**config.mk**
```make
export PLATFORM = sky130hd
export DESIGN_NAME = paa_ring
export DESIGN_NICKNAME = d
export VERILOG_FILES = /design/src/design/paa_pkg.sv /design/src/design/paa_ring.sv
export SDC_FILE = /design/constraint.sdc
export NUM_CORES = 1
export LEC_CHECK = 0
export ABC_CLOCK_PERIOD_IN_PS = 6200
export CAP_MARGIN = 30
export CORE_MARGIN = 1
export CORE_UTILIZATION = 40
export CTS_BUF_LIST = sky130_fd_sc_hd__clkbuf_2 sky130_fd_sc_hd__clkbuf_4 sky130_fd_sc_hd__clkbuf_8
export CTS_CLUSTER_SIZE = 40
export DETAILED_ROUTE_END_ITERATION = 10
export DONT_BUFFER_PORTS = 1
export PLACE_DENSITY = 0.66
export SLEW_MARGIN = 10
export SYNTH_ARGS = -nofsm -noshare
export SYNTH_HDL_FRONTEND = slang
export SYNTH_SLANG_ARGS = --single-unit
```
**constraint.sdc**
```tcl
create_clock -name i_clk -period 6.2 [get_ports i_clk]
set_input_delay 0.31 -clock i_clk [delete_from_list [all_inputs] [get_ports i_clk]]
set_output_delay 0.31 -clock i_clk [all_outputs]
set_load 0.1 [all_outputs]
```
**src/design/paa_pkg.sv**
```systemverilog
// ----------------------------------------------------------------------------
// paa_pkg: shared types and constants for the posture average alarm
// Averaging depth, derived widths, reciprocal constant for the divide by the
// depth, timer limits and beep thresholds.
// ----------------------------------------------------------------------------
`timescale 1ns / 1ps

package paa_pkg;

    localparam int AVG_DEPTH = 10;
    localparam int SLOT_W    = (AVG_DEPTH > 1) ? $clog2(AVG_DEPTH) : 1;

    localparam int POS_W     = 16;
    localparam int POSZ_W    = 15;
    localparam int EL_W      = 16;
    localparam int SUM_W     = POS_W + 1 + $clog2(AVG_DEPTH);
    localparam int AVG_W     = 16;
    localparam int DIFF_W    = 17;
    localparam int SQ_W      = 33;
    localparam int DIST_W    = SQ_W + 2;
    localparam int R2_W      = 2 * POSZ_W;

    localparam int TIMER_W   = 24;
    localparam int ALERT_W   = 22;
    localparam int CD_W      = 25;
    localparam int PERIOD_W  = 14;

    localparam int CFG_W     = 22;
    localparam int CFG_IDX_W = 3;

    localparam logic [CFG_IDX_W-1:0] REG_ALERT_TIME = 3'd0;
    localparam logic [CFG_IDX_W-1:0] REG_NEUTRAL_X  = 3'd1;
    localparam logic [CFG_IDX_W-1:0] REG_NEUTRAL_Y  = 3'd2;
    localparam logic [CFG_IDX_W-1:0] REG_NEUTRAL_Z  = 3'd3;
    localparam logic [CFG_IDX_W-1:0] REG_RADIUS     = 3'd4;

    // Reciprocal of the depth: exact floor division for every magnitude below 2^SUM_W.
    localparam int               DIV_K    = SUM_W + $clog2(AVG_DEPTH);
    localparam int               DIV_M_W  = SUM_W + 1;
    localparam longint unsigned  DIV_M_L  =
        ((64'd1 << DIV_K) + longint'(AVG_DEPTH) - 64'd1) / longint'(AVG_DEPTH);
    localparam logic [DIV_M_W-1:0] DIV_M  = DIV_M_L[DIV_M_W-1:0];
    localparam int               PROD_W   = SUM_W + DIV_M_W;

    localparam logic signed [CD_W-1:0] NEAR_POS_MS = CD_W'(50);
    localparam logic signed [CD_W-1:0] NEAR_NEG_MS = -CD_W'(50);
    localparam logic signed [CD_W-1:0] LONG_BAD_MS = -CD_W'(60000);
    localparam logic signed [CD_W-1:0] MID_BAD_MS  = -CD_W'(30000);

    localparam logic [PERIOD_W-1:0] PERIOD_FAST_MS = PERIOD_W'(1000);
    localparam logic [PERIOD_W-1:0] PERIOD_MID_MS  = PERIOD_W'(5000);
    localparam logic [PERIOD_W-1:0] PERIOD_SLOW_MS = PERIOD_W'(10000);

    typedef struct packed {
        logic signed [POS_W-1:0] x;
        logic signed [POS_W-1:0] y;
        logic        [POSZ_W-1:0] z;
    } t_pos;

    typedef struct packed {
        logic signed [SUM_W-1:0] x;
        logic signed [SUM_W-1:0] y;
        logic signed [SUM_W-1:0] z;
    } t_sums;

    function automatic logic signed [AVG_W-1:0] div_depth(input logic signed [SUM_W-1:0] n);
        logic [SUM_W-1:0]  mag;
        logic [PROD_W-1:0] prod;
        logic [AVG_W-1:0]  q;
        mag  = n[SUM_W-1] ? (~n + SUM_W'(1)) : n;
        prod = PROD_W'(mag) * PROD_W'(DIV_M);
        q    = prod[DIV_K +: AVG_W];
        return n[SUM_W-1] ? $signed(~q + AVG_W'(1)) : $signed(q);
    endfunction

endpackage

```
**src/design/paa_ring.sv**
```systemverilog
// ----------------------------------------------------------------------------
// paa_ring: ring of the last positions with running sums
// Overwrites the oldest slot on each load and updates the three sums in the
// same cycle. Reset clears ring, slot pointer and sums.
// ----------------------------------------------------------------------------
`timescale 1ns / 1ps

module paa_ring (
    input  logic           i_clk,
    input  logic           i_rst_n,
    input  logic           i_load,
    input  paa_pkg::t_pos  i_pos,
    output paa_pkg::t_sums o_sums
);
    import paa_pkg::*;

    logic signed [POS_W-1:0]  r_ring_x [AVG_DEPTH];
    logic signed [POS_W-1:0]  r_ring_y [AVG_DEPTH];
    logic        [POSZ_W-1:0] r_ring_z [AVG_DEPTH];
    logic        [SLOT_W-1:0] r_slot;
    t_sums                    r_sums;
    t_sums                    n_sums;
    logic        [SLOT_W-1:0] n_slot;

    always_comb begin
        n_sums.x = r_sums.x + SUM_W'(i_pos.x) - SUM_W'(r_ring_x[r_slot]);
        n_sums.y = r_sums.y + SUM_W'(i_pos.y) - SUM_W'(r_ring_y[r_slot]);
        n_sums.z = r_sums.z + $signed(SUM_W'(i_pos.z)) - $signed(SUM_W'(r_ring_z[r_slot]));
        n_slot   = (r_slot == SLOT_W'(AVG_DEPTH - 1)) ? '0 : r_slot + SLOT_W'(1);
    end

    always_ff @(posedge i_clk) begin
        if (!i_rst_n) begin
            for (int i = 0; i < AVG_DEPTH; i++) begin
                r_ring_x[i] <= '0;
                r_ring_y[i] <= '0;
                r_ring_z[i] <= '0;
            end
            r_slot <= '0;
            r_sums <= '0;
        end else if (i_load) begin
            r_ring_x[r_slot] <= i_pos.x;
            r_ring_y[r_slot] <= i_pos.y;
            r_ring_z[r_slot] <= i_pos.z;
            r_slot           <= n_slot;
            r_sums           <= n_sums;
        end
    end

    assign o_sums = r_sums;

endmodule

```
# Word-level counts from Yosys, hierarchy flattened
# Memory sizes are Yosys's and may differ from the RTL's. A register that Yosys moved wholly into a read port is not among the register bits.
# Cells that the tools add are included.
dict set report classes {
  n_addsub 7
  n_eq_ne 1
  n_mux 20
  n_reduce_logical 3
}
# cell count
set op_table {}
lappend op_table {{$add 21x16->21} 3}
lappend op_table {{$sub 21x16->21} 3}
lappend op_table {{$mux 4} 10}
lappend op_table {{$mux 16} 2}
lappend op_table {{$reduce_or 16->1} 2}
lappend op_table {{$mux 15} 1}
lappend op_table {{$reduce_or 15->1} 1}
lappend op_table {{$mux 1} 7}
lappend op_table {{$add 4x1->4 const B} 1}
lappend op_table {{$eq 4x4->1 const B} 1}
dict set report word_totals {
  regBits 67
  ramBits 470
  inputBits 50
  output_inout_bits 63
  word_cells 38
  mem_count 3
}
# name words word_bits read_ports rd_ports_with_merged_regs write_ports line
set memory_table {}
lappend memory_table {r_ring_x 10 16 1 1 10 paa_ring.sv:17} ;# logic signed [POS_W-1:0] r_ring_x [AVG_DEPTH];
lappend memory_table {r_ring_y 10 16 1 1 10 paa_ring.sv:18} ;# logic signed [POS_W-1:0] r_ring_y [AVG_DEPTH];
lappend memory_table {r_ring_z 10 15 1 1 10 paa_ring.sv:19} ;# logic [POSZ_W-1:0] r_ring_z [AVG_DEPTH];

# Longest topological paths before layout
# Gate-level depths: netlist of run 1.
dict set report logic_depth {
  depth_word 5
  depth_mapped 18
  depth_no_buf 15
}

# Worst setup path before layout of run 1
# Ideal clock, no wire load.
dict set report synth_timing {
  path_type {register to register}
  from {reg r_slot[0]}
  to {mem r_ring_x[9][0] (enable)}
  setup_time_ns 0.581
  arrival_time_ns 5.540
  required_time_ns 5.619
  slack_ns 0.079
  path_stages_with_launch 4
  path_buffers 1
  period_less_slack_ns 6.121
  cell_sequence {dfxtp_1 > clkbuf_1 > nand2_1 > o41ai_1}
}
# item line
set synth_lines {}
lappend synth_lines {{start: declaration} paa_ring.sv:20} ;# logic [SLOT_W-1:0] r_slot;
lappend synth_lines {{start signal: assignment} paa_ring.sv:45} ;# r_slot <= n_slot;
lappend synth_lines {{end: declaration} paa_ring.sv:17}

==> reports/results.ini, run 1 <==
[critical_path]
r2r-end = o_sums[41]
required_ps = 6910
cp-end-kind = flip-flop
r2r_cells = 15
criticalPathCategory = flip-flop to flip-flop
rrSetupSlack_ps = 870
cp_max_fo = 51
start_kind = flip-flop
cp.arrival_ps = 6050

[cts]
numCtsBuffers = 138
path_clk_slew_ps = 70
clock_latency_ps = 820
cts.repair.resized = 0
cts.sinks = 823
htreeDepth = 4
clockBufferDepth = 3
cts_tree = done
cts-root-buf = clkbuf_8

[detailed_routing]
wl_per_cell_um = 26.1
dr_wl_met2_um = 53700
wl_met1_um = 39300
drcViolationCount = 0
met3_length_um = 11100
drtIter0Drc = 2600
via_count = 23400
firstDrtPassIters = 8
ant_nets = 0
vias_per_cell = 5.67
wl_um = 108000
maxUsedRoutingLayer = met5

[timing]
drv_slew = 0
finalCritPeriodShare = 0.860
max_clock_freq_mhz = 187
hold_viol = 0
skew_ps = 38.3
period_minus_slack_ps = 5330
worstMarginPinSlew_ps = 1060
tns_ps = 0
slew_headroom = 0.290
rsz0062_at_grt = false
setup_violations = 0

[run_status]
status = complete, no violations

[pwr]
power.internal_uw = 11100
p_sw_uw = 5920
p_total_uw = 17000
clockPowerShare = 0.288
peakVddDrop_mv = 0.251
p_sw_frac = 0.347
power_density_nw_per_um2 = 387
combPwrFrac = 0.312
pwr-share-seq = 0.400
p_leak_uw = 0.0160

[die]
die_x_um = 310
dieHeight_um = 310
initial_core_util = 0.405
dieArea_um2 = 95900
io_pins = 113
core_area_um2 = 93600
placementRows = 112

[hold_path]
min_to = r_ring_x[4][10]
min_from = i_rst_n
holdPathStages = 2
hold_path.class = input pin to flip-flop

[grt]
grt_antenna_before_repair = 9
grt_pass1_vias = 24200
grt_max_degree = 57
grt_pass1_wl_um = 156000
track_usage = 0.226
overflow = 0

[synthesis]
synth.avg_cell_area_um2 = 14.7
synth_nets = 2744
syn_inst = 2574
synth_edf_count = 752
synth-seq-cells = 823
ys.warnings.count = 0
ys_seq_area_frac = 0.634
synthTopCellsByArea = edfxtp_1 (60%), mux4_2 (14%), nor2_1 (4.0%), dfxtp_1 (3.8%), fa_1 (2.9%)
synth-main-ff-cell = edfxtp_1
yosysUniqueCellTypes = 70
netlist_area_um2 = 37900
synth-async-reset-ratio = 0
synth.top_cell.area_share = 0.596
synth.most_common_cell = edfxtp_1
synthTopCellsByCount = edfxtp_1 (752), nor2_1 (400), inv_1 (276)
synth_area_leader_cell = edfxtp_1

[placement]
port_buffers = 0
dpl.hpwl_um = 63200
place_inst = 3807
place_congestion = 0.900

[layout]
nets = 2927
final_cells = 4122
fillCellCount = 8046
drive_gt1_frac = 0.215
final_util = 0.470
area_growth_pct = 16.1

[flow_run]
drv_cap = 0

==> sequential cells by signal, summed over array words and instances, names as in the netlist, named ones only <==
signal / cells
r_ring_z: 240
r_slot: 4
o_sums: 63
r_ring_x: 256
r_ring_y: 256
==> power by group through the flow <==
stage | Clock [µW] | Sequential (µW) | Combinational, µW
floorplan | 0 | 7560 | 3060
global placement | 0 | 7320 | 4320
detailed placement | 0 | 6960 | 5110
CTS | 4970 | 6850 | 5210
global route | 5190 | 6830 | 5740
finish | 4910 | 6810 | 5320
==> worst max path at each step <==
| stage | startpoint | to | slack, ps | depth (start not counted) |
|---|---|---|---|---|
| floorplan | i_load | r_ring_x[9][0] | 80 | 3 |
| global placement | flip-flop | o_sums[35] | 990 | 14 |
| detailed placement | flip-flop | o_sums[35] | 930 | 14 |
| CTS | flip-flop | o_sums[33] | 570 | 14 |
| global route | flip-flop | o_sums[41] | 560 | 15 |
| finish | flip-flop | o_sums[41] | 870 | 15 |
==> layout make-up <==
| cell class | instances | area [µm²] | area share |
|---|---|---|---|
| Inverter | 277 | 1040 | 0.0236 |
| Tap cell | 1254 | 1570 | 0.0357 |
| Antenna cell | 3 | 7.51 | 0.000171 |
| Sequential cell | 823 | 24000 | 0.546 |
| Clock inverter | 52 | 375 | 0.00853 |
| Multi-Input combinational cell | 1334 | 12400 | 0.282 |
| Timing Repair Buffer | 183 | 2150 | 0.0489 |
| Clock buffer | 196 | 2410 | 0.0548 |
==> cells by family after synthesis <==
logic type,synth area share
simple gates,0.0791
compound gates,0.0358
fa+ha+maj,0.0505
flops,0.634
mux,0.146
buf+inv,0.0425
xor+xnor,0.0127
==> per-layer routing <==
metal / track usage / up-vias
li1: - / 9798
met1: 0.273 / 12000
met2: 0.384 / 1289
met3: 0.0646 / 259
met4: 0.0845 / 8
met5: 0 / -
==> layout by cell type, fill, tap and decap left out, drive strengths merged, types with 39 or more instances in the layout <==
cell type    instances
a21oi               58
buf                126
clkbuf             201
clkinv              39
dfxtp               71
dlygate4sd3         52
edfxtp             752
fa                  55
ha                  65
inv                279
mux4               235
nand2              138
nor2               400
nor4                46
o21ai               57
xnor2               41
==> worst max-delay path, cell delays in order, from the launching register on <==
cell and delay, ps:
dfxtp_4 670, buf_12 410, mux4_2 570, mux4_2 550
fa_1 510, inv_1 40, ha_1 360, and3_1 250
a21boi_1 160, a221oi_2 310, a2bb2oi_1 270, a21oi_1 130
xnor2_1 180, nand2_1 90, mux2i_1 140, dlygate4sd3_1 550
==> repair_timing <==
action	4_1_cts	5_1_grt
endpoints found under the hold margin	630	0
hold buffers	54	0
setup buffers	0	0
==> through the flow <==
stage	worst slack, ps	cell area [µm²]	hold slack, ps
final	865	44000	36.6
after global routing	562	44000	31.3
after CTS	566	43900	14.2
after detailed placement	927	40500	429
after global placement	985	39700	418
after floorplan	78.9	37900	502
Note: power is estimated with default switching activity, not from simulation.
==> run 2, diff against run 1 <==
--- a/config.mk
+++ b/config.mk
@@ -7,6 +7,7 @@
 export LEC_CHECK = 0
 export ABC_CLOCK_PERIOD_IN_PS = 6200
 export CAP_MARGIN = 30
+export CORE_ASPECT_RATIO = 0.75
 export CORE_MARGIN = 1
 export CORE_UTILIZATION = 40
 export CTS_BUF_LIST = sky130_fd_sc_hd__clkbuf_2 sky130_fd_sc_hd__clkbuf_4 sky130_fd_sc_hd__clkbuf_8
==> run 2 against run 1 <==
Cell count shrank 0.80%. Combinational power grew 3%. Clock skew grew 6.8 ps. Die area is essentially flat. Register-to-register slack lost 430 ps. Fmax shrank 7.4%. Sequential share of layout area is essentially flat. Routed wire length shrank 1.7%. Largest power group unchanged.
==> reports/results.ini, run 2 (same netlist as run 1, synthesis figures left out) <==
[run_status]
status = complete, no violations

[die]
dieArea_um2 = 95900
core_area_um2 = 93600
placementRows = 97
initial_core_util = 0.405
dieHeight_um = 268
io_pins = 113
die_x_um = 357

[detailed_routing]
via_count = 23300
drtIter0Drc = 2654
drcViolationCount = 0
wl_per_cell_um = 25.9
firstDrtPassIters = 8
vias_per_cell = 5.70
ant_nets = 0
wl_um = 106000

[cts]
clock_latency_ps = 820
cts-root-buf = clkbuf_8
cts.sinks = 823
numCtsBuffers = 131
cts_tree = done
cts_hold_buf = 54
post-cts-setup-buffers = 0
htreeDepth = 4
clockBufferDepth = 3
path_clk_slew_ps = 70
cts.repair.resized = 0

[critical_path]
start_kind = flip-flop
rrSetupSlack_ps = 440
cp_max_fo = 27
cp.arrival_ps = 6450
cp-end-kind = flip-flop
required_ps = 6880
criticalPathCategory = flip-flop to flip-flop

[placement]
place_inst = 3779
port_buffers = 0
dp_slack_ps = 882
place_congestion = 0.842
dpl.hpwl_um = 61900

[layout]
multi_input_area_um2 = 12400
area_growth_pct = 16.2
final_cells = 4089
mostFrequentLayoutCell = edfxtp_1
drive_gt1_frac = 0.214
seqCellArea_um2 = 24000
nets = 2920
mostFrequentLayoutCells = edfxtp_1 (752), nor2_1 (396), inv_1 (276), mux4_2 (235), clkbuf_8 (139)
reg_top3 = r_ring_x: 256 flops, r_ring_y: 256 flops, r_ring_z: 240 flops
final_util = 0.470
fillCellCount = 7839

[grt]
track_usage = 0.223
overflow = 0
grt_pass1_vias = 23400
grt_antenna_before_repair = 8
grt_pass1_wl_um = 154000
grt_max_degree = 59

[timing]
max_clock_freq_mhz = 174
setup_violations = 0
worstMarginPinSlew_ps = 1050
period_minus_slack_ps = 5760
finalCritPeriodShare = 0.929
rsz0062_at_grt = false
tns_ps = 0
setup_slack_ps = 438
hold_viol = 0
skew_ps = 45.1
drv_slew = 0
slew_headroom = 0.300

[pwr]
p_leak_uw = 0.0160
power_density_nw_per_um2 = 386
peakVddDrop_mv = 0.201

[flow_run]
drv_cap = 0

[hold_path]
hold_path.class = input pin to flip-flop

[run 2: cell count changes in the layout (fill, tap and decap cells not counted), sizes merged]
cell,delta
clkinv,-10
inv,+8
buf,-5
clkbuf,-3
clkinvlp,-3
bufinv,-2
diode,-1
[run 2: final timing paths]
check / from / to / cells after the start
worst max register to register: flip-flop / o_sums[33] / 14
worst max-delay path: flip-flop / o_sums[33] / 14
worst min register to register: o_sums[40] / o_sums[40] / 2
worst min-delay path: i_rst_n / r_ring_z[7][6] / 2
[run 2: worst max-delay path: stages (launching register included)]
cell and delay, ps:
dfxtp_4 730, buf_12 310, mux4_2 540, mux4_2 500
fa_1 500, inv_1 50, ha_1 330, nor2b_1 170
o31ai_1 710, o21ai_1 370, a21oi_1 390, o21ai_1 180
xnor2_1 170, a21oi_1 80, dlygate4sd3_1 560
[run 2: final cells by class]
type                    count  area share
inverters                 277      0.0236
clock inverters            45     0.00770
well taps                1237      0.0352
repair buffers            183      0.0537
clock buffers             188      0.0518
diodes                      2    0.000114
flip-flops and latches    823       0.546
multi-input cells        1334       0.282
[run 2: report_power, final]
group	internal, µW	switching, µW	total, µW
Combinational	2210	3270	5480
Clock	2510	2190	4710
Sequential	6330	469	6800
Total	11000	5930	17000
[run 2: stage by stage]
step	area, µm²	hold slack [ps]	total power [µW]
6_report	44000	89.3	17000
3_5_place_dp	40500	418	12100
3_3_place_gp	39600	413	11600
2_1_floorplan	37900	502	10600
4_1_cts	43700	27.0	16900
5_1_grt	44000	52.2	17700
[run 2: layer usage]
metal  global-route usage  wire (µm)
met1                0.309      43200
met2                0.349      49100
met3               0.0525      10800
met4               0.0679       2610
met5                    0         83
